===== src/hdl/uf2v_pkg.sv =====
`default_nettype none
package uf2v_pkg;

	localparam int unsigned CNT_W = 14;
	localparam int unsigned POS_W = 10;
	localparam int unsigned QDEPTH = 4;
	localparam int unsigned QAW = 2;

	localparam logic [31:0] MAGIC_A = 32'h0A32_4655;
	localparam logic [31:0] MAGIC_B = 32'h9E5D_5157;
	localparam logic [31:0] MAGIC_END = 32'h0AB1_6F30;
	localparam logic [31:0] FLAG_FAMILY = 32'h0000_2000;
	localparam logic [31:0] FAM_SINGLE = 32'hE48B_FF56;
	localparam logic [31:0] FAM_ALT0 = 32'hE48B_FF59;
	localparam logic [31:0] FAM_ALT1 = 32'hE48B_FF5A;
	localparam logic [31:0] FAM_ALT2 = 32'hE48B_FF5B;
	localparam logic [31:0] PAYLOAD_MAX = 32'd476;

	localparam logic [POS_W-1:0] POS_BLOCK_END = 10'd511;
	localparam logic [POS_W-1:0] POS_SAT = 10'd1023;
	localparam logic [POS_W-1:0] POS_MAGIC_A = 10'd3;
	localparam logic [POS_W-1:0] POS_MAGIC_B = 10'd7;
	localparam logic [POS_W-1:0] POS_FLAGS = 10'd11;
	localparam logic [POS_W-1:0] POS_PAYLOAD = 10'd19;
	localparam logic [POS_W-1:0] POS_INDEX = 10'd23;
	localparam logic [POS_W-1:0] POS_TOTAL = 10'd27;
	localparam logic [POS_W-1:0] POS_FAMILY = 10'd31;

	localparam logic [CNT_W-1:0] CNT_SAT = 14'd16383;

	localparam logic [1:0] CFG_BLOCK_COUNT = 2'd0;
	localparam logic [1:0] CFG_TARGET_CHIP = 2'd1;

	localparam logic KIND_BLOCK = 1'b0;
	localparam logic KIND_FINISH = 1'b1;

	typedef enum logic [2:0] {
		ST_OK,
		ST_BAD_MAGIC,
		ST_BAD_BLOCK,
		ST_DUPLICATE,
		ST_WRONG_FAMILY,
		ST_NO_FAMILY,
		ST_INCOMPLETE
	} status_t;

	typedef struct packed {
		logic             kind;
		logic             len_bad;
		logic             pay_big;
		logic             decl_big;
		logic [CNT_W-1:0] decl_lo;
		logic             idx_big;
		logic [CNT_W-1:0] idx_lo;
		logic             fam_flag;
		logic [31:0]      fam;
	} job_t;

endpackage
`default_nettype wire


===== src/hdl/uf2v_fifo.sv =====
`default_nettype none
module uf2v_fifo (
	input  wire logic           clk,
	input  wire logic           arst_n,
	input  wire logic           push,
	input  uf2v_pkg::job_t      push_job,
	input  wire logic           pop,
	output uf2v_pkg::job_t      head_job,
	output logic                empty,
	output logic                full
);

	uf2v_pkg::job_t           ent_q [uf2v_pkg::QDEPTH];
	logic [uf2v_pkg::QAW-1:0] wr_q;
	logic [uf2v_pkg::QAW-1:0] rd_q;
	logic [uf2v_pkg::QAW:0]   cnt_q;

	assign empty = cnt_q == '0;
	assign full = cnt_q == (uf2v_pkg::QAW+1)'(uf2v_pkg::QDEPTH);
	assign head_job = ent_q[rd_q];

	always_ff @(posedge clk) begin
		if (push) begin
			ent_q[wr_q] <= push_job;
		end
	end

	always_ff @(posedge clk or negedge arst_n) begin
		if (!arst_n) begin
			wr_q <= '0;
			rd_q <= '0;
			cnt_q <= '0;
		end else begin
			if (push) begin
				wr_q <= wr_q + 1'b1;
			end
			if (pop) begin
				rd_q <= rd_q + 1'b1;
			end
			if (push && !pop) begin
				cnt_q <= cnt_q + 1'b1;
			end else if (pop && !push) begin
				cnt_q <= cnt_q - 1'b1;
			end
		end
	end

endmodule
`default_nettype wire


===== config.mk =====
export PLATFORM = sky130hd
export DESIGN_NAME = uf2v_fifo
export DESIGN_NICKNAME = d
export VERILOG_FILES = /design/src/hdl/uf2v_pkg.sv /design/src/hdl/uf2v_fifo.sv
export SDC_FILE = /design/constraint.sdc
export NUM_CORES = 1
export LEC_CHECK = 0
export ABC_AREA = 1
export BUFFER_PORTS_ARGS = -buffer_cell sky130_fd_sc_hd__buf_4
export CAP_MARGIN = 20
export CORE_UTILIZATION = 50
export DETAILED_ROUTE_END_ITERATION = 7
export GPL_ROUTABILITY_DRIVEN = 0
export PLACE_DENSITY_LB_ADDON = 0.08
export SYNTH_ARGS = -nofsm -noshare
export SYNTH_HDL_FRONTEND = slang
export SYNTH_SLANG_ARGS = --single-unit

===== constraint.sdc =====
create_clock -name clk -period 2.3 [get_ports clk]
set_input_delay 0.115 -clock clk [delete_from_list [all_inputs] [get_ports clk]]
set_output_delay 0.115 -clock clk [all_outputs]
set_load 0.1 [all_outputs]

==> impl_metrics.csv <==
group,metric,value,unit
logic_synthesis,syn_area,11100,sq um
layout,fin_nets,1106,
detailed_routing,drt_wl_total,21.2,mm
detailed_routing,drtPass1Iterations,4,
cts,cts_tree,"done",
logic_synthesis,synth_top_area_share,0.712,
floorplan,die_w,151,um
sta,worst_pin_slew,584,ps
sta,drv_slew,0,
cts,cts_setup_buffers,0,
sta,rsz0062_at_grt,"no",
detailed_routing,antenna_left,0,
floorplan,die_area,22900,sq um
global_routing,grtUsageTotal,0.188,
place,hpwl,12.7,mm
global_routing,grt_pass1_wl,32.8,mm
detailed_routing,avgRoutedWirePerCell,16.0,um
setup_path,crit_path_cell_trace,"inv_2 > buf_12 > o211ai_1 > nand2_1 > buf_4",
sta,hold_violations,0,
cts,cts.clk_slew.worst_paths,60,ps
floorplan,std_cell_rows,54,
detailed_routing,drt-vias-per-instance,4.95,
sta,min_period,2210,ps
setup_path,cp_slowest_stage_delay,590,ps
setup_path,start_kind,"register",
worst_hold_path,hold_class,"in2reg",
logic_synthesis,yosysUniqueCellTypes,19,
sta,fmax,453,MHz
detailed_routing,drc,0,
logic_synthesis,synth_compound_area_frac,0.103,
sta,setup_violations,0,
cts,htree_levels,1,
global_routing,grt_antenna_before_repair,1,
layout,seq_area,8110,sq um
setup_path,crit_fanout,42,
layout,area_growth,26.2,%
logic_synthesis,synthCells,818,
detailed_routing,first_iter_violations,303,
floorplan,start_util,0.510,
layout,drive_gt1_frac,0.223,
logic_synthesis,synthMuxAreaShare,0,
layout,layoutNonFillerInstCount,1329,
cts,root_buffer,"clkbuf_16",
global_routing,grt_overflow,0,
logic_synthesis,synth_xor_area_frac,0.00315,
sta,slew_headroom,0.610,
cts,cts_buffer_depth,3,
global_routing,grt_pass1_vias,6464,
logic_synthesis,yosys.area_share.simple,0.0730,
cts,cts_buffers,27,
logic_synthesis,synth_top_family_by_area,"compound AO/OA/AOI/OAI gates",
logic_synthesis,ys_seq_area_frac,0.728,
setup_path,critPathSlowestCell,"dfrtp_4",
logic_synthesis,synth-seq-cells,271,
place,placedCellCount,1211,
setup_path,critPathKind,"reg2out",
floorplan,die_y,151,um
place,numPortBuffers,137,
logic_synthesis,syn_nets,894,
floorplan,core,21800,sq um
logic_synthesis,yosysTopAreaCell,"edfxtp_1",
run_status,outcome,"finished, final reports clean",
job,maxCapViolations,0,
setup_path,cp.arrival,2090,ps
logic_synthesis,yosysWarnings,0,
floorplan,ioPinCount,138,
sta,min_period_over_period,0.960,
logic_synthesis,syn_avg_cell_area,13.6,sq um
sta,clock-skew-final,5.78,ps
cts,cts_sinks,271,
logic_synthesis,synthAdderAreaFrac,0.00742,
layout,multi_input_area,2080,sq um
detailed_routing,vias,6573,
logic_synthesis,synth.area.top_cells,"edfxtp_1 71%, nand2_1 7.1%, o211ai_1 6.8%, inv_1 4.8%, o211ai_2 3.5%",
layout,fill_cells,1622,
setup_path,cp-end-kind,"output pin",
setup_path,crit_required,2180,ps
cts,clkLatencyLatePin,520,ps
global_routing,grt_max_degree,137,
## cell type report
class	count	area share
flip-flops and latches	271	0.577
well taps	280	0.0249
repair buffers	228	0.148
clock buffers	38	0.0553
inverters	144	0.0394
multi-input cells	358	0.148
diodes	1	0.000178
clock inverters	9	0.00641
## logic make-up (layout without fill, tap and decap cells)
logic type,after synthesis,after routing
simple gates,215,215
other cells,0,1
flops,271,271
xor+xnor,4,4
buf+inv,189,419
compound gates,133,133
fa+ha+maj,6,6
## cells in the mapped netlist
cell type	count
nand4_1	1
buf_4	6
ha_1	5
buf_2	6
nand3_1	1
o211ai_1	101
fa_1	1
nor3_1	2
clkbuf_1	5
buf_6	28
o211ai_2	31
xor2_1	3
o21ai_1	1
xnor2_1	1
edfxtp_1	264
dfrtp_1	7
inv_2	1
nand2_1	211
inv_1	143
## metal layers
metal  up-vias  routed length [um]  track usage
li1       3256                   -            -
met1      3165                8910        0.238
met2       123               11000        0.334
met3        29                1040       0.0367
met4         0                 310       0.0400
met5         -                   0            0
## critical path: cells and delay by family (launching register included)
family | cells | cell delay (ps)
AND/OR/NAND/NOR | 1 | 140
AO/OA/AOI/OAI | 1 | 130
flip-flops | 1 | 590
buffers and inverters | 3 | 690
## state kept, by name, summed over array words and instances, names as in the netlist
name / cells
ent_q: 264
cnt_q: 3
rd_q: 2
wr_q: 2
## path summary, 6_finish.rpt
check / slack (ps) / to / from / cells after the start
min in group asynchronous: 600 / rd_q[1] / arst_n / 3
min reg2reg: 540 / cnt_q[2] / cnt_q[2] / 2
max in group asynchronous: 1400 / rd_q[0] / arst_n / 3
max: 90 / head_job[18] / rd_q[1] / 5
max reg2reg: 530 / ent_q[2][35] / wr_q[0] / 5
min: 320 / rd_q[0] / pop / 3
## through the flow
step                setup slack (ps)  hold slack, ps  setup TNS (ps)  utilization  cell area (sq um)
floorplan                       -319            -181            -637            -              11100
global route                    2.59             321               0        0.644              14000
CTS                             18.0             302               0        0.643              14000
detailed placement               507           -57.9               0        0.571              12500
global placement                 509           -64.3               0        0.571              12500
finish                          91.5             325               0        0.644              14000
## placed cells by master (no fill, tap or decap), types with 5 or more instances in the layout
cell type / Yosys / routed
buf_12: 0 / 13
buf_4: 6 / 140
clkbuf_1: 5 / 5
clkbuf_16: 0 / 27
clkbuf_8: 0 / 6
dfrtp_1: 7 / 5
dlygate4sd3_1: 0 / 70
edfxtp_1: 264 / 264
ha_1: 5 / 5
inv_1: 143 / 139
nand2_1: 211 / 211
o211ai_1: 101 / 101
o211ai_2: 31 / 31
## repair_timing
| item | CTS | global route |
|---|---|---|
| hold buffers | 70 | 0 |
| gates resized for setup | 0 | 5 |
| endpoints found under the hold margin | 275 | 0 |
| setup endpoints to repair | 0 | 21 |
Power is not shown: default switching activity piles up to over one toggle a cycle in this logic, so the estimate is an artifact.
