## config.mk

```make
export PLATFORM = sky130hd
export DESIGN_NAME = uf2v_front
export DESIGN_NICKNAME = d
export VERILOG_FILES = /design/src/hdl/uf2v_pkg.sv /design/src/hdl/uf2v_front.sv
export SDC_FILE = /design/constraint.sdc
export NUM_CORES = 1
export LEC_CHECK = 0
export BUFFER_PORTS_ARGS = -buffer_cell sky130_fd_sc_hd__buf_2
export CORE_MARGIN = 2
export CORE_UTILIZATION = 43
export DETAILED_ROUTE_END_ITERATION = 12
export GPL_TIMING_DRIVEN = 0
export MAX_ROUTING_LAYER = met4
export PLACE_DENSITY = 0.74
export SETUP_SLACK_MARGIN = 0.2
export SLEW_MARGIN = 20
export SYNTH_ARGS = -nofsm -noshare
export SYNTH_HDL_FRONTEND = slang
export SYNTH_SLANG_ARGS = --single-unit
```

## constraint.sdc

```tcl
create_clock -name clk -period 2.85 [get_ports clk]
set_input_delay 0 -clock clk [delete_from_list [all_inputs] [get_ports clk]]
set_output_delay 0 -clock clk [all_outputs]
set_load 0.02 [all_outputs]
```

## src/hdl/uf2v_pkg.sv

```systemverilog
`default_nettype none
package uf2v_pkg;

	localparam int unsigned CNT_W = 14;
	localparam int unsigned POS_W = 10;
	localparam int unsigned QDEPTH = 4;
	localparam int unsigned QAW = 2;

	localparam logic [31:0] MAGIC_A = 32'h0A32_4655;
	localparam logic [31:0] MAGIC_B = 32'h9E5D_5157;
	localparam logic [31:0] MAGIC_END = 32'h0AB1_6F30;
	localparam logic [31:0] FLAG_FAMILY = 32'h0000_2000;
	localparam logic [31:0] FAM_SINGLE = 32'hE48B_FF56;
	localparam logic [31:0] FAM_ALT0 = 32'hE48B_FF59;
	localparam logic [31:0] FAM_ALT1 = 32'hE48B_FF5A;
	localparam logic [31:0] FAM_ALT2 = 32'hE48B_FF5B;
	localparam logic [31:0] PAYLOAD_MAX = 32'd476;

	localparam logic [POS_W-1:0] POS_BLOCK_END = 10'd511;
	localparam logic [POS_W-1:0] POS_SAT = 10'd1023;
	localparam logic [POS_W-1:0] POS_MAGIC_A = 10'd3;
	localparam logic [POS_W-1:0] POS_MAGIC_B = 10'd7;
	localparam logic [POS_W-1:0] POS_FLAGS = 10'd11;
	localparam logic [POS_W-1:0] POS_PAYLOAD = 10'd19;
	localparam logic [POS_W-1:0] POS_INDEX = 10'd23;
	localparam logic [POS_W-1:0] POS_TOTAL = 10'd27;
	localparam logic [POS_W-1:0] POS_FAMILY = 10'd31;

	localparam logic [CNT_W-1:0] CNT_SAT = 14'd16383;

	localparam logic [1:0] CFG_BLOCK_COUNT = 2'd0;
	localparam logic [1:0] CFG_TARGET_CHIP = 2'd1;

	localparam logic KIND_BLOCK = 1'b0;
	localparam logic KIND_FINISH = 1'b1;

	typedef enum logic [2:0] {
		ST_OK,
		ST_BAD_MAGIC,
		ST_BAD_BLOCK,
		ST_DUPLICATE,
		ST_WRONG_FAMILY,
		ST_NO_FAMILY,
		ST_INCOMPLETE
	} status_t;

	typedef struct packed {
		logic             kind;
		logic             len_bad;
		logic             pay_big;
		logic             decl_big;
		logic [CNT_W-1:0] decl_lo;
		logic             idx_big;
		logic [CNT_W-1:0] idx_lo;
		logic             fam_flag;
		logic [31:0]      fam;
	} job_t;

endpackage
`default_nettype wire

```

## src/hdl/uf2v_front.sv

```systemverilog
`default_nettype none
module uf2v_front (
	input  wire logic              clk,
	input  wire logic              arst_n,
	input  wire logic              clearing,
	input  wire logic              full,
	input  wire logic              in_valid,
	output logic                   in_ready,
	input  wire logic              command,
	input  wire logic [7:0]        data_byte,
	input  wire logic              last_byte,
	output logic                   push,
	output uf2v_pkg::job_t         push_job
);

	logic [uf2v_pkg::POS_W-1:0] pos_q;
	logic [31:0]                wa_q;
	logic                       magic_good_q;
	logic                       fam_flag_q;
	logic                       pay_big_q;
	logic                       decl_big_q;
	logic [uf2v_pkg::CNT_W-1:0] decl_lo_q;
	logic                       idx_big_q;
	logic [uf2v_pkg::CNT_W-1:0] idx_lo_q;
	logic [31:0]                fam_q;

	logic                       accept;
	logic                       in_block;
	logic                       word_done;
	logic [31:0]                wa_nx;
	logic                       magic_nx;

	assign in_ready = !full && !clearing;
	assign accept = in_valid && in_ready;
	assign in_block = !pos_q[uf2v_pkg::POS_W-1];
	assign wa_nx = {data_byte, wa_q[31:8]};
	assign word_done = in_block && (pos_q[1:0] == 2'b11);

	always_comb begin
		magic_nx = magic_good_q;
		if (word_done) begin
			if (pos_q == uf2v_pkg::POS_MAGIC_A && wa_nx != uf2v_pkg::MAGIC_A) begin
				magic_nx = 1'b0;
			end
			if (pos_q == uf2v_pkg::POS_MAGIC_B && wa_nx != uf2v_pkg::MAGIC_B) begin
				magic_nx = 1'b0;
			end
			if (pos_q == uf2v_pkg::POS_BLOCK_END && wa_nx != uf2v_pkg::MAGIC_END) begin
				magic_nx = 1'b0;
			end
		end
	end

	assign push = accept && (command || last_byte);

	always_comb begin
		push_job.kind = command ? uf2v_pkg::KIND_FINISH : uf2v_pkg::KIND_BLOCK;
		push_job.len_bad = (pos_q != uf2v_pkg::POS_BLOCK_END) || !magic_nx;
		push_job.pay_big = pay_big_q;
		push_job.decl_big = decl_big_q;
		push_job.decl_lo = decl_lo_q;
		push_job.idx_big = idx_big_q;
		push_job.idx_lo = idx_lo_q;
		push_job.fam_flag = fam_flag_q;
		push_job.fam = fam_q;
	end

	always_ff @(posedge clk or negedge arst_n) begin
		if (!arst_n) begin
			pos_q <= '0;
			wa_q <= '0;
			magic_good_q <= 1'b1;
			fam_flag_q <= 1'b0;
			pay_big_q <= 1'b0;
			decl_big_q <= 1'b0;
			decl_lo_q <= '0;
			idx_big_q <= 1'b0;
			idx_lo_q <= '0;
			fam_q <= '0;
		end else if (accept && !command) begin
			if (last_byte) begin
				pos_q <= '0;
				wa_q <= '0;
				magic_good_q <= 1'b1;
				fam_flag_q <= 1'b0;
				pay_big_q <= 1'b0;
				decl_big_q <= 1'b0;
				decl_lo_q <= '0;
				idx_big_q <= 1'b0;
				idx_lo_q <= '0;
				fam_q <= '0;
			end else begin
				if (pos_q != uf2v_pkg::POS_SAT) begin
					pos_q <= pos_q + 1'b1;
				end
				if (in_block) begin
					wa_q <= wa_nx;
				end
				magic_good_q <= magic_nx;
				if (word_done) begin
					case (pos_q)
						uf2v_pkg::POS_FLAGS: begin
							fam_flag_q <= (wa_nx & uf2v_pkg::FLAG_FAMILY) != '0;
						end
						uf2v_pkg::POS_PAYLOAD: begin
							pay_big_q <= wa_nx > uf2v_pkg::PAYLOAD_MAX;
						end
						uf2v_pkg::POS_INDEX: begin
							idx_big_q <= wa_nx[31:uf2v_pkg::CNT_W] != '0;
							idx_lo_q <= wa_nx[uf2v_pkg::CNT_W-1:0];
						end
						uf2v_pkg::POS_TOTAL: begin
							decl_big_q <= wa_nx[31:uf2v_pkg::CNT_W] != '0;
							decl_lo_q <= wa_nx[uf2v_pkg::CNT_W-1:0];
						end
						uf2v_pkg::POS_FAMILY: begin
							fam_q <= wa_nx;
						end
						default: begin
						end
					endcase
				end
			end
		end
	end

endmodule
`default_nettype wire

```

==> flow_metrics.env, run 1 <==
export IMPL_clockBufferDepth=2
export IMPL_critPathMaxFanout=2
export IMPL_cts_sink_count=99
export IMPL_synthArstFlopShare_pct=100
export IMPL_io_pins=83
export IMPL_core_sq_um=10200
export IMPL_max_freq_mhz=365
export IMPL_synthAdderAreaFrac_pct=0.280
export IMPL_critical_path_most_common_cell="or4_4"
export IMPL_holdCritPathClass="in2reg"
export IMPL_synth_edf_count=0
export IMPL_grt_busiest_layer="met2"
export IMPL_final_setup_viol_count=0
export IMPL_ant_nets=0
export IMPL_ys_seq_area_share_pct=55.5
export IMPL_cts_root_buf="clkbuf_8"
export IMPL_p_comb_share_pct=16.0
export IMPL_antenna_found_initial=0
export IMPL_grt_usage_pct=21.0
export IMPL_rsz0062_at_grt="true"
export IMPL_syn_num_nets=431
export IMPL_drive_gt1_share_pct=30.7
export IMPL_drt_initial_drc_count=299
export IMPL_gr_total_overflow=0
export IMPL_synthFlopType="dfrtp_1"
export IMPL_layout_setup_ws_ps=107
export IMPL_worstHoldStart="data_byte[0]"
export IMPL_tightest_slew_ps=621
export IMPL_area_growth_synth_to_final_pct=21.9
export IMPL_p_sw_share_pct=30.5
export IMPL_die_area_sq_um=11200
export IMPL_criticalPathCategory="reg2out"
export IMPL_cap_viol_max_count=0
export IMPL_slew_viol_final=0
export IMPL_clkTransAtPathRegs_ps=90
export IMPL_rows=37
export IMPL_crit_chain="or3_4 > or4_4 > o41ai_4 > o21ai_1 > or4_4 > buf_6"
export IMPL_yosys_register_bits=99
export IMPL_antennaDiodeCount=0
export IMPL_via_per_inst=5.28
export IMPL_slowest_stage="or4_4"
export IMPL_yosys_area_share_simple_pct=19.8
export IMPL_cts_buffers=9
export IMPL_final_hold_viol_count=0
export IMPL_hold_depth=3
export IMPL_r2r_start="pos_q[0]"
export IMPL_htreeDepth=3
export IMPL_port_buffers=82
export IMPL_outcome="completed"
export IMPL_fin_nets=536
export IMPL_fin_skew_ps=12.3
export IMPL_arrival_ps=2740
export IMPL_synth_compound_area_share_pct=9.67
export IMPL_required_ps=2850
export IMPL_die_x_microns=106
export IMPL_grt_pass1_vias=3511
export IMPL_route_detailed_wl_per_inst_microns=16.6
export IMPL_yosysUniqueCellTypes=49
export IMPL_clk_latency_ps=370
export IMPL_synth_top_family_by_area="simple AND/OR/NAND/NOR gates"
export IMPL_p_sw_mw=0.904
export IMPL_gp_congestion=0.909
export IMPL_grt_pass1_wl_microns=17900
export IMPL_dp_worst_setup_slack_ps=279
export IMPL_synth_mux_area_share_pct=10.3
export IMPL_synthCells=415
export IMPL_rr_endpoint="fam_q[22]"
export IMPL_vdd_drop_max_mv=0.260
export IMPL_path_buf_inv=1
export IMPL_syn_area_sq_um=4470
export IMPL_internal_power_mw=2.06
export IMPL_sequentialPowerShare_pct=54.6
export IMPL_drtPass1Iterations=4
export IMPL_synth_warnings=0
export IMPL_grt_max_degree=70
export IMPL_synth_xor_area_share_pct=1.18
export IMPL_post_route_min_period_ps=2740
export IMPL_initial_utilization_pct=43.8
export IMPL_clockPowerShare_pct=29.3
export IMPL_crit_path_start_kind="register"
export IMPL_rr_worst_depth=7
export IMPL_layout_common_cells="dfrtp_1, buf_2, nand2_1"
export IMPL_p_leak_nw=2.63
export IMPL_avgSynthCellArea_sq_um=10.8
export IMPL_grtUsageMet1_pct=27.4
export IMPL_r2r_setup_slack_ps=430
export IMPL_layout_commonest_cell="dfrtp_1"
export IMPL_end_kind="primary output"
export IMPL_grtUsageMet2_pct=33.8
export IMPL_crit_family="simple AND/OR/NAND/NOR gates"
export IMPL_totalWireLength_microns=11000
export IMPL_min_period_over_period_pct=96.2
export IMPL_setup_tns_ps=0
export IMPL_power_density_nw_per_um2=545
export IMPL_max_slew_margin_pct=58.1
export IMPL_met3_usage_pct=3.25
export IMPL_drc=0
export IMPL_max_stage_delay_ps=530
export IMPL_cts_tree="yes"
export IMPL_dr_total_vias=3493
export IMPL_die_y_microns=106
export IMPL_place_hpwl_microns=8010
export IMPL_min_to="fam_q[24]"
layout make-up:
class | count | area [sq um]
well taps | 136 | 170
inverters | 2 | 7.51
clock inverters | 6 | 57.6
clock buffers | 10 | 138
multi-input cells | 283 | 1890
flip-flops and latches | 99 | 2480
fillers | 932 | 4740
plain buffers | 31 | 140
repair buffers | 94 | 558
cell families (layout without fill, tap and decap cells):
kind of cell    Yosys count  in the layout
buf+inv                  33            143
xor+xnor                  6              6
compound gates           71             71
mux                      41             41
simple gates            164            164
flops                    99             99
fa+ha+maj                 1              1
layer usage:
metal / up-vias / share of wire (%)
li1: 1651 / -
met1: 1741 / 45
met2: 90 / 50
met3: 11 / 4.5
met4: 0 / 1.3
met5: - / 0
state kept, by name, summed over array words and instances, names as in the netlist:
signal and flops:
fam_flag_q 1, idx_big_q 1, pay_big_q 1, pos_q 10, wa_q 24, idx_lo_q 14, fam_q 32, magic_good_q 1
decl_big_q 1, decl_lo_q 14
worst register-to-register path: cells and delay by family, from the launching register on:
kind	cells	cell delay, ps
DFF	1	420
adders and majority gates	1	290
AOI/OAI and AO/OA	2	390
buffers and inverters	2	780
and+or+nand+nor	2	410
worst max-delay path by stage:
stage | from | to | slack, ps | cells past startpoint
6_report | wa_q[31] | push_job[64] | 110 | 6
5_1_grt | wa_q[31] | push_job[64] | 50 | 6
4_1_cts | wa_q[31] | push_job[64] | 140 | 6
3_5_place_dp | pos_q[0] | fam_q[23] | 280 | 7
3_3_place_gp | pos_q[0] | fam_q[22] | 270 | 7
2_1_floorplan | wa_q[31] | push_job[64] | 670 | 5
power by group through the flow:
stage	logic (mW)	clock network (mW)	registers (mW)
after floorplan	0.229	0	1.68
after global routing	0.525	0.948	1.63
after detailed placement	0.454	0	1.65
final	0.475	0.869	1.62
after global placement	0.434	0	1.64
after CTS	0.473	0.889	1.62
synth_stat cells, types with 4 or more instances:
library cell	number	area share (%)
a21oi_1	4	0.45
buf_4	5	0.84
clkbuf_1	23	1.9
dfrtp_1	98	55
mux2_2	39	9.8
nand2_1	57	4.8
nand2b_1	24	3.4
nand3_1	12	1.3
nand4_1	8	1.1
nor2_1	14	1.2
nor2b_1	17	2.4
nor4_1	6	0.84
o21ai_0	50	5.6
or4_1	4	0.67
xnor2_1	5	0.98
what timing repair did:
item / in CTS / in global routing
buffers inserted: 1 / 0
gates resized for setup: 5 / 10
setup endpoints to repair: 1 / 47
hold buffers: 10 / 0
hold endpoints to repair: 112 / 0
pin swaps: 0 / 2
per-stage QoR:
step / std cells / total power [mW] / hold slack, ps / utilization, % / area (sq um)
finish: 661 / 2.96 / 41.8 / 53.4 / 5440
global route: 661 / 3.11 / 50.2 / 53.4 / 5440
CTS: 661 / 2.98 / 29.2 / 53.0 / 5400
detailed placement: 634 / 2.10 / -99.4 / 49.9 / 5080
global placement: 633 / 2.08 / 317 / 49.5 / 5050
floorplan: 415 / 1.91 / -296 / - / 4470
Power figures use the tool's default switching activity.
==> run 2, diff against run 1 <==
- ABC_AREA: unset -> 1
- PLACE_DENSITY: 0.74 -> 0.76
- SKIP_CTS_REPAIR_TIMING: unset -> 1
- clock period: 2.85 -> 2.45 ns (I/O delays scaled with it)
==> run 2 against run 1 <==
Sequential power grew 35%. Synthesized area increased by 4.9%. The run now ends with negative hold slack left. Utilization is 2.0 points lower.
==> flow_metrics.env, run 2 <==
export IMPL_r2r_setup_slack_ps=510
export IMPL_cts_root_buf="clkbuf_8"
export IMPL_power_mw=4.53
export IMPL_final_hold_viol_count=1
export IMPL_power_density_nw_per_um2=820
export IMPL_cts_tree="yes"
export IMPL_rsz0062_at_grt="false"
export IMPL_r2r_start="pos_q[0]"
export IMPL_fin_cells=831
export IMPL_rr_endpoint="pos_q[2]"
export IMPL_die_area_sq_um=11700
export IMPL_hold_depth=5
export IMPL_synthFlopType="dfrtp_1"
export IMPL_rows=38
export IMPL_fin_skew_ps=15.5
export IMPL_ys_seq_area_share_pct=52.9
export IMPL_min_to="fam_q[30]"
export IMPL_grt_usage_pct=21.4
export IMPL_cap_viol_max_count=0
export IMPL_yosys_area_top_type="dfrtp_1"
export IMPL_grt_max_degree=79
export IMPL_die_y_microns=108
export IMPL_antenna_found_initial=0
export IMPL_htreeDepth=3
export IMPL_post_route_min_period_ps=2050
export IMPL_drt_initial_drc_count=262
export IMPL_fin_nets=702
export IMPL_cts_sink_count=99
export IMPL_final_setup_viol_count=0
export IMPL_grt_pass1_vias=4026
export IMPL_synth_edf_count=0
export IMPL_clk_latency_ps=380
export IMPL_top_regs="fam_q: 32 flops, wa_q: 24 flops"
export IMPL_synth_area_leaders="dfrtp_1, nand2_1, o21ai_0, nor2_1, inv_1"
export IMPL_violations="negative hold slack"
export IMPL_gr_total_overflow=0
export IMPL_clkTransAtPathRegs_ps=100
export IMPL_io_pins=83
export IMPL_synthArstFlopShare_pct=100
export IMPL_netlist_top_cells_count="nand2_1, dfrtp_1, nor2_1"
export IMPL_max_freq_mhz=489
export IMPL_antennaDiodeCount=0
export IMPL_tightest_slew_ps=481
export IMPL_regMostFlops="fam_q"
export IMPL_drc=0
export IMPL_place_hpwl_microns=8420
export IMPL_arrival_ps=2050
export IMPL_criticalPathCategory="reg2out"
export IMPL_layout_commonest_cell="nand2_1"
export IMPL_drive_gt1_share_pct=20.7
export IMPL_whs_ps=-6.11
export IMPL_dr_total_vias=4216
export IMPL_ant_nets=0
export IMPL_crit_path_start_kind="register"
export IMPL_setup_tns_ps=0
export IMPL_crit_family="simple AND/OR/NAND/NOR gates"
export IMPL_syn_area_sq_um=4680
export IMPL_holdCritPathClass="in2reg"
export IMPL_via_per_inst=5.07
export IMPL_rr_worst_depth=9
export IMPL_clockPowerShare_pct=25.3
export IMPL_synthCells=591
export IMPL_gp_congestion=0.960
export IMPL_cts_buffers=9
export IMPL_worstHoldStart="data_byte[6]"
export IMPL_syn_num_nets=607
export IMPL_area_growth_synth_to_final_pct=18.1
export IMPL_largest_reg_flops=32
export IMPL_end_kind="primary output"
export IMPL_layout_common_cells="nand2_1, dfrtp_1, buf_2"
export IMPL_yosysMostFrequentCell="nand2_1"
export IMPL_sequentialPowerShare_pct=48.0
export IMPL_avgSynthCellArea_sq_um=7.92
export IMPL_vdd_drop_max_mv=0.381
export IMPL_critPathMaxFanout=6
export IMPL_clockBufferDepth=2
export IMPL_yosysUniqueCellTypes=26
export IMPL_core_sq_um=10700
export IMPL_drtPass1Iterations=5
export IMPL_required_ps=2450
export IMPL_crit_chain="ha_2 > inv_2 > nor3_4 > nand3_2 > nor2_1 > nand4_1 > buf_2"
export IMPL_grt_pass1_wl_microns=19300
export IMPL_initial_utilization_pct=43.6
export IMPL_totalWireLength_microns=11600
export IMPL_max_stage_delay_ps=470
export IMPL_yosys_register_bits=99
export IMPL_path_buf_inv=2
export IMPL_p_sw_mw=1.67
export IMPL_route_detailed_wl_per_inst_microns=13.9
export IMPL_p_sw_share_pct=36.9
export IMPL_p_leak_nw=2.83
export IMPL_synth_warnings=0
export IMPL_max_slew_margin_pct=67.9
export IMPL_slowest_stage="dfrtp_1"
export IMPL_internal_power_mw=2.86
export IMPL_outcome="complete, but fails checks"
export IMPL_p_comb_share_pct=26.7
export IMPL_dp_cells=814
export IMPL_min_period_over_period_pct=83.5
export IMPL_slew_viol_final=0
export IMPL_port_buffers=82
export IMPL_netlist_area_leader_share_pct=52.4
export IMPL_die_x_microns=108
-- run 2: metal layers --
metal	GRT usage [%]	share of wire, %	up-vias
met3	3.68	5.1	14
met1	28.3	47	2017
met5	-	0	-
met2	34.3	47	132
li1	-	-	2053
met4	5.86	1.1	0
-- run 2: worst reg2reg max path, stage by stage, from the launching register on --
cell     delay [ps]
dfrtp_1         470
ha_2            270
inv_2            70
nor3_4          250
nand3_2         130
nand2_1         110
nand2_2         130
buf_2           240
nand3_1          80
o21ai_1          70
-- run 2: cell type report --
cell class | count | area (sq um)
Fill cell | 1039 | 5220
Timing Repair Buffer | 84 | 454
Multi-Input combinational cell | 409 | 1830
Tap cell | 140 | 175
Clock inverter | 6 | 76.3
Inverter | 56 | 210
Sequential cell | 99 | 2480
Clock buffer | 10 | 138
Buffer | 27 | 171
-- run 2: worst max-delay path by stage --
stage,end,from,slack [ps],depth (start not counted)
after floorplan,fam_q[13],pos_q[0],710,10
after global placement,fam_q[28],arst_n,450,1
after detailed placement,pos_q[2],pos_q[0],470,9
after CTS,push_job[64],pos_q[0],300,7
after global routing,push_job[64],pos_q[0],240,8
final,push_job[64],pos_q[0],400,7
-- run 2: cell families (layout without fill, tap and decap cells) --
group | after synthesis | count (layout) | share of synthesized area [%]
xor+xnor | 1 | 1 | 0.187
fa+ha+maj | 1 | 1 | 0.267
buf+inv | 83 | 183 | 8.15
simple gates | 319 | 319 | 27.8
flops | 99 | 99 | 52.9
compound gates | 88 | 88 | 10.7
-- run 2: power by group through the flow --
stage                     logic (mW)  clock network, mW  registers, mW
after floorplan                0.594                  0           2.37
after global placement          1.17                  0           2.19
after detailed placement        1.21                  0           2.20
after CTS                       1.21               1.16           2.17
after global routing            1.35               1.23           2.22
final                           1.21               1.15           2.18
-- run 2: stage by stage --
stage	setup slack [ps]	area, sq um	util [%]
after floorplan	709	4680	-
after global placement	450	5270	49.0
after detailed placement	475	5300	49.3
after CTS	303	5520	51.3
after global routing	241	5530	51.5
final	403	5530	51.5
==> run 3, diff against run 2 <==
- PLACE_DENSITY: 0.76 -> 0.74
- clock period: 2.45 -> 1.9 ns (I/O delays scaled with it)
==> run 3 against run 2 <==
Clock skew hardly changed. Design area increased by 5.8%. Combinational power is 40% higher. First-iteration DRC count up 8.0%. Highest routed layer unchanged. Power up 30%. The run still ends with negative hold slack left. Clock-buffer cell count decreased by 1.
==> flow_metrics.env, run 3 (synthesis results as in run 2) <==
export IMPL_drive_gt1_share_pct=28.8
export IMPL_max_stage_delay_ps=440
export IMPL_via_per_inst=5.08
export IMPL_power_mw=5.91
export IMPL_cap_viol_max_count=0
export IMPL_cts_buffers=9
export IMPL_min_period_over_period_pct=97.1
export IMPL_final_hold_viol_count=3
export IMPL_regMostFlops="fam_q"
export IMPL_largest_reg_flops=32
export IMPL_clockBufferDepth=2
export IMPL_die_x_microns=108
export IMPL_outcome="complete, but fails checks"
export IMPL_place_hpwl_microns=8330
export IMPL_htreeDepth=3
export IMPL_die_y_microns=108
export IMPL_slew_viol_final=0
export IMPL_port_buffers=82
export IMPL_top_regs="fam_q: 32 flops, wa_q: 24 flops"
export IMPL_cts_sink_count=99
export IMPL_violations="negative hold slack"
export IMPL_required_ps=1900
export IMPL_path_buf_inv=2
export IMPL_fin_skew_ps=15.1
export IMPL_power_density_nw_per_um2=1010
export IMPL_crit_path_start_kind="register"
export IMPL_antennaDiodeCount=0
export IMPL_p_leak_nw=2.95
export IMPL_totalWireLength_microns=11900
export IMPL_tightest_slew_ps=478
export IMPL_initial_utilization_pct=43.6
export IMPL_grt_usage_pct=21.3
export IMPL_ant_nets=0
export IMPL_route_detailed_wl_per_inst_microns=14.0
export IMPL_holdCritPathClass="in2reg"
export IMPL_gp_congestion=0.933
export IMPL_die_area_sq_um=11700
export IMPL_vdd_drop_max_mv=0.410
export IMPL_grt_max_degree=75
export IMPL_post_route_min_period_ps=1840
export IMPL_arrival_ps=1840
export IMPL_design_area_sq_um=5850
export IMPL_drtPass1Iterations=5
export IMPL_grt_pass1_wl_microns=19000
export IMPL_post_route_util_pct=54.4
export IMPL_fill_cells=1007
export IMPL_drc=0
export IMPL_clkTransAtPathRegs_ps=110
export IMPL_final_setup_viol_count=0
export IMPL_area_growth_synth_to_final_pct=24.9
export IMPL_setup_tns_ps=0
export IMPL_critPathMaxFanout=4
export IMPL_criticalPathCategory="reg2out"
export IMPL_crit_family="simple AND/OR/NAND/NOR gates"
export IMPL_slowest_stage="dfrtp_1"
export IMPL_layout_commonest_cell="nand2_1"
export IMPL_fin_nets=716
export IMPL_cts_tree="yes"
export IMPL_antenna_found_initial=0
export IMPL_max_slew_margin_pct=68.2
export IMPL_whs_ps=-22.3
export IMPL_layout_common_cells="nand2_1, dfrtp_1, buf_2"
export IMPL_dr_total_vias=4289
export IMPL_rows=38
export IMPL_drt_initial_drc_count=283
export IMPL_rsz0062_at_grt="true"
export IMPL_gr_total_overflow=0
export IMPL_io_pins=83
export IMPL_end_kind="primary output"
export IMPL_crit_chain="ha_4 > inv_4 > nor3_4 > nand3_2 > nor2_2 > nand4_1 > buf_4"
export IMPL_clk_latency_ps=390
export IMPL_grt_pass1_vias=3937
export IMPL_core_sq_um=10700
export IMPL_cts_root_buf="clkbuf_8"
export IMPL_max_freq_mhz=542
export IMPL_dpl_instance_area_sq_um=5310
## run 3: worst paths after layout
kind	from	endpoint	slack, ps	cells after the start
setup reg to reg	pos_q[1]	fam_q[8]	60	11
hold / removal	data_byte[5]	fam_q[29]	-20	5
hold reg to reg	fam_q[28]	fam_q[28]	490	2
max in group asynchronous	arst_n	magic_good_q	1190	3
min in group asynchronous	arst_n	fam_q[7]	20	2
setup / recovery	pos_q[1]	push_job[64]	60	7
## run 3: final cells by class
| type | instances | area [sq um] | area share, % |
|---|---|---|---|
| multi-input combinational | 409 | 1980 | 33.8 |
| timing repair buffer | 98 | 583 | 9.97 |
| tap | 140 | 175 | 2.99 |
| sequential | 99 | 2480 | 42.4 |
| buffer | 27 | 213 | 3.64 |
| clock buffer | 9 | 124 | 2.12 |
| inverter | 56 | 215 | 3.68 |
| clock inverter | 7 | 80.1 | 1.37 |
## run 3: stage by stage
step                hold WS, ps  setup slack [ps]  cells
floorplan                  -296               254    591
detailed placement         -122             -8.89    814
global route               8.07             -50.6    845
global placement            255              -112    813
finish                    -22.3              56.0    845
CTS                        -544              -147    830
## run 3: power by group
group | total [mW] | switching, mW | internal [mW]
sequential | 2.84 | 0.327 | 2.51
clock | 1.39 | 0.863 | 0.523
combinational | 1.69 | 1.10 | 0.590
## run 3: metal layers
| metal | vias up | GRT usage, % | routed length (microns) |
|---|---|---|---|
| met3 | 29 | 4.04 | 608 |
| met1 | 2035 | 28.0 | 5260 |
| met2 | 138 | 33.1 | 5720 |
| met4 | 0 | 7.88 | 259 |
| li1 | 2087 | - | - |
| met5 | - | - | 0 |
## run 3: tightest hold or removal path, delay by kind of cell
family	cells	cell delay, ps
buffers and inverters	2	170
and+or+nand+nor	3	150
